===== src/design/gha_pkg.sv =====
// ----------------------------------------------------------------------------
// gha_pkg
// Shared opcodes, result codes and controller/datapath interface types for
// the generational handle allocator.
// ----------------------------------------------------------------------------
package gha_pkg;

	// request opcodes (code 3 acts as check)
	localparam logic [1:0] OP_CREATE  = 2'd0;
	localparam logic [1:0] OP_DESTROY = 2'd1;
	localparam logic [1:0] OP_CHECK   = 2'd2;

	// result status codes
	localparam logic [1:0] ST_OK      = 2'd0;
	localparam logic [1:0] ST_FULL    = 2'd1;
	localparam logic [1:0] ST_INVALID = 2'd2;

	// controller -> datapath
	typedef struct packed {
		logic capture;    // latch request, read both memories
		logic exec;       // register a result this cycle
		logic pop;        // create from the free stack
		logic fresh;      // create from the never-used region
		logic push;       // destroy: bump generation, push slot
		logic fail_full;  // create with no slot left
		logic fail_inv;   // destroy of a stale or invalid handle, or with no stack room
		logic check;      // validity query
	} gha_cmd_t;

	// datapath -> controller
	typedef struct packed {
		logic [1:0] op;
		logic       stack_nonempty;
		logic       stack_room;
		logic       hw_avail;
		logic       handle_ok;
	} gha_stat_t;

endpackage


===== src/design/gha_ctrl.sv =====
// ----------------------------------------------------------------------------
// gha_ctrl
// Two-state sequencer: accepts a request, then decides the action from the
// datapath status and issues it in the execute cycle.
// ----------------------------------------------------------------------------
module gha_ctrl (
	input  logic              clk,
	input  logic              arst_n,
	input  logic              start,
	input  gha_pkg::gha_stat_t stat,
	output gha_pkg::gha_cmd_t  cmd,
	output logic              busy,
	output logic              done
);
	import gha_pkg::*;

	localparam logic S_IDLE = 1'b0;
	localparam logic S_EXEC = 1'b1;

	logic state_q;
	logic done_q;
	logic is_create;
	logic is_destroy;

	assign busy       = (state_q == S_EXEC);
	assign done       = done_q;
	assign is_create  = (stat.op == OP_CREATE);
	assign is_destroy = (stat.op == OP_DESTROY);

	always_comb begin
		cmd           = '0;
		cmd.capture   = start && (state_q == S_IDLE);
		cmd.exec      = (state_q == S_EXEC);
		if (state_q == S_EXEC) begin
			if (is_create) begin
				cmd.pop       = stat.stack_nonempty;
				cmd.fresh     = !stat.stack_nonempty && stat.hw_avail;
				cmd.fail_full = !stat.stack_nonempty && !stat.hw_avail;
			end else if (is_destroy) begin
				cmd.push     = stat.handle_ok && stat.stack_room;
				cmd.fail_inv = !(stat.handle_ok && stat.stack_room);
			end else begin
				cmd.check = 1'b1;
			end
		end
	end

	always_ff @(posedge clk or negedge arst_n) begin
		if (!arst_n) begin
			state_q <= S_IDLE;
			done_q  <= 1'b0;
		end else begin
			done_q <= (state_q == S_EXEC);
			case (state_q)
				S_IDLE: begin
					if (start) state_q <= S_EXEC;
				end
				S_EXEC: begin
					state_q <= S_IDLE;
				end
				default: begin
					state_q <= S_IDLE;
				end
			endcase
		end
	end

endmodule


===== config.mk =====
export PLATFORM = sky130hd
export DESIGN_NAME = gha_ctrl
export DESIGN_NICKNAME = d
export VERILOG_FILES = /design/src/design/gha_pkg.sv /design/src/design/gha_ctrl.sv
export SDC_FILE = /design/constraint.sdc
export NUM_CORES = 1
export LEC_CHECK = 0
export BUFFER_PORTS_ARGS = -buffer_cell sky130_fd_sc_hd__buf_2
export CAP_MARGIN = 10
export CORE_AREA = 2 2 39 41
export DETAILED_ROUTE_END_ITERATION = 8
export DIE_AREA = 0 0 41 43
export PLACE_DENSITY_LB_ADDON = 0.08
export SYNTH_ARGS = -nofsm -noshare
export SYNTH_HDL_FRONTEND = slang
export SYNTH_SLANG_ARGS = --single-unit

===== constraint.sdc =====
create_clock -name clk -period 2.7 [get_ports clk]
set_input_delay 0.54 -clock clk [delete_from_list [all_inputs] [get_ports clk]]
set_output_delay 0.54 -clock clk [all_outputs]
set_load 0.03 [all_outputs]

==> out/qor.csv <==
metric,value,unit
grt_use_total,0.06413,
p_comb_frac,0.265,
port_buffers,18,
placed_cells,46,
ant_nets,0,
grt_max_degree,8,
hold_class,in -> async,
gp_congestion,0.4661,
cp.arrival,1.23,ns
cp-start-kind,flop,
place_ws,0.9271,ns
power.density,479.3,mW/mm2
fin_tns_setup,0,ns
p_sw_frac,0.3084,
fin_cells,49,
worstPathMaxFanout,7,
dr.pass1.iters,1,
synth_compound_area_frac,0.05469,
cts.reportedPaths.clkPinSlew,0.03,ns
synth.mux.area_fraction,0,
cts_setup_buffers,0,
synthAdderAreaFrac,0,
route.detailed.drc,0,
final_area,285.3,um2
synth_top_family_by_area,simple AND/OR/NAND/NOR gates,
die_y,43,um
avgViaCountPerCell,3.633,
diodes,0,
min_period,1.767,ns
cts.sinks,2,
synthXorXnorAreaFrac,0,
layout_commonest_cell,buf_2,
syn-cell-area,160.2,um2
p_switching,42.18,uW
drive_gt1_frac,0.8485,
critPathRequiredTime,2.16,ns
core,0.001384,mm2
timing.final.hold_violations,0,
grt_remaining_overflow,0,
ys_ff_latch,2,
fin_ws,0.9329,ns
clockBufferDepth,2,
fin_skew,0.004153,ns
dieWidth,41,um
num_rows,14,
die_area,0.001763,mm2
slew_headroom,0.8280,
initial_core_util,0.1157,
cts_tree,done,
post-route-period-util,0.6545,
maxUsedRoutingLayer,met4,
whs,0.09221,ns
status,finished clean,
syn_nets,22,
routed_wirelength,419,um
ctsHoldBuffers,0,
drtIter0Drc,0,
wl_met3,55,um
yosysTopAreaCell,dfrtp_1,
finalNetCount,44,
p_int,94.57,uW
ys_types,12,
synth-seq-area-share,0.3125,
clock.fmax,0.5659,GHz
timing.final.max_slew_violations,0,
insertion_delay,0.22,ns
wl_met2,220,um
synth_cells,13,
met1_length,128,um
tightestPinTransition,0.2581,ns
cts_buffers,3,
htreeDepth,1,
rsz0062_at_grt,false,
p_leak,0.1537,nW
maxCapViolCount,0,
syn_to_final_growth,78.12,%
synth-warning-count,0,
ios,19,
ir_drop,229.6,uV
synth-simple-area-share,0.5859,
final_util,0.2061,
cts_root_buffer,clkbuf_4,
power_frac_clock,0.482,
power,136.7,uW
syn_area_per_cell,12.32,um2
post_drt_wl_per_cell,8.551,um
netlist.area_leader.share,0.3125,
grt_pass1_wl,696,um
vias,178,
pwr-share-seq,0.254,
synth_area_leaders,"dfrtp_1, nor4b_4, nand2b_4",
end_kind,output port,
finalSetupViolCount,0,
place_area,262.8,um2
place_hpwl,346.8,um
crit_type,reg -> out,
first_global_vias,197,
final_cell_mix,"buf_2, clkbuf_4, dfrtp_1",
cts_resized,0,
antenna_found_initial,0,
## Yosys cell counts
library cell,instances
nand3b_1,1
nor4b_4,1
a21oi_2,1
nor4_2,1
nor3b_2,1
and2_2,1
buf_4,1
nor2_1,1
nand2_1,1
and2b_2,1
nand2b_4,1
dfrtp_1,2
## cell type report
class,count,area [um2]
fillers,164,1099
multi-input cells,10,102.6
repair buffers,18,90.09
flip-flops and latches,2,50.05
clock buffers,3,22.52
well taps,16,20.02
## power by group through the flow
stage                     clock [mW]  combinational, mW  sequential (mW)
after floorplan                    0             0.0180           0.0388
after global placement             0             0.0361           0.0351
after detailed placement           0             0.0366           0.0351
after CTS                     0.0690             0.0368           0.0348
after global routing          0.0749             0.0391           0.0352
final                         0.0659             0.0362           0.0347
## cell families (layout without fill, tap and decap cells)
logic type,after synthesis,in the layout
simple gates,9,9
buf+inv,1,21
compound gates,1,1
flops,2,2
## path summary, 6_finish.rpt
kind | from | to | slack (ns) | depth (start not counted)
max | busy | cmd[4] | 0.93 | 3
min | arst_n | busy | 0.09 | 1
max reg2reg | busy | busy | 1.85 | 1
min reg2reg | busy | done | 0.55 | 0
max in group asynchronous | arst_n | done | 2.51 | 1
min in group clk | busy | done | 0.55 | 0
## critical path, stage by stage, from the launching register on
cell	delay (ns)
dfrtp_1	0.47
nand2b_4	0.11
nor4b_4	0.19
buf_2	0.23
## sequential cells by signal, summed over array words and instances, names as in the netlist
name and cells:
busy 1, done 1
## metal layers
layer | global-route usage | up-vias
li1 | - | 85
met1 | 0.04473 | 76
met4 | 0.08000 | 0
met3 | 0.03141 | 2
met5 | 0 | -
met2 | 0.1000 | 15
(Power assumes the default switching activity.)
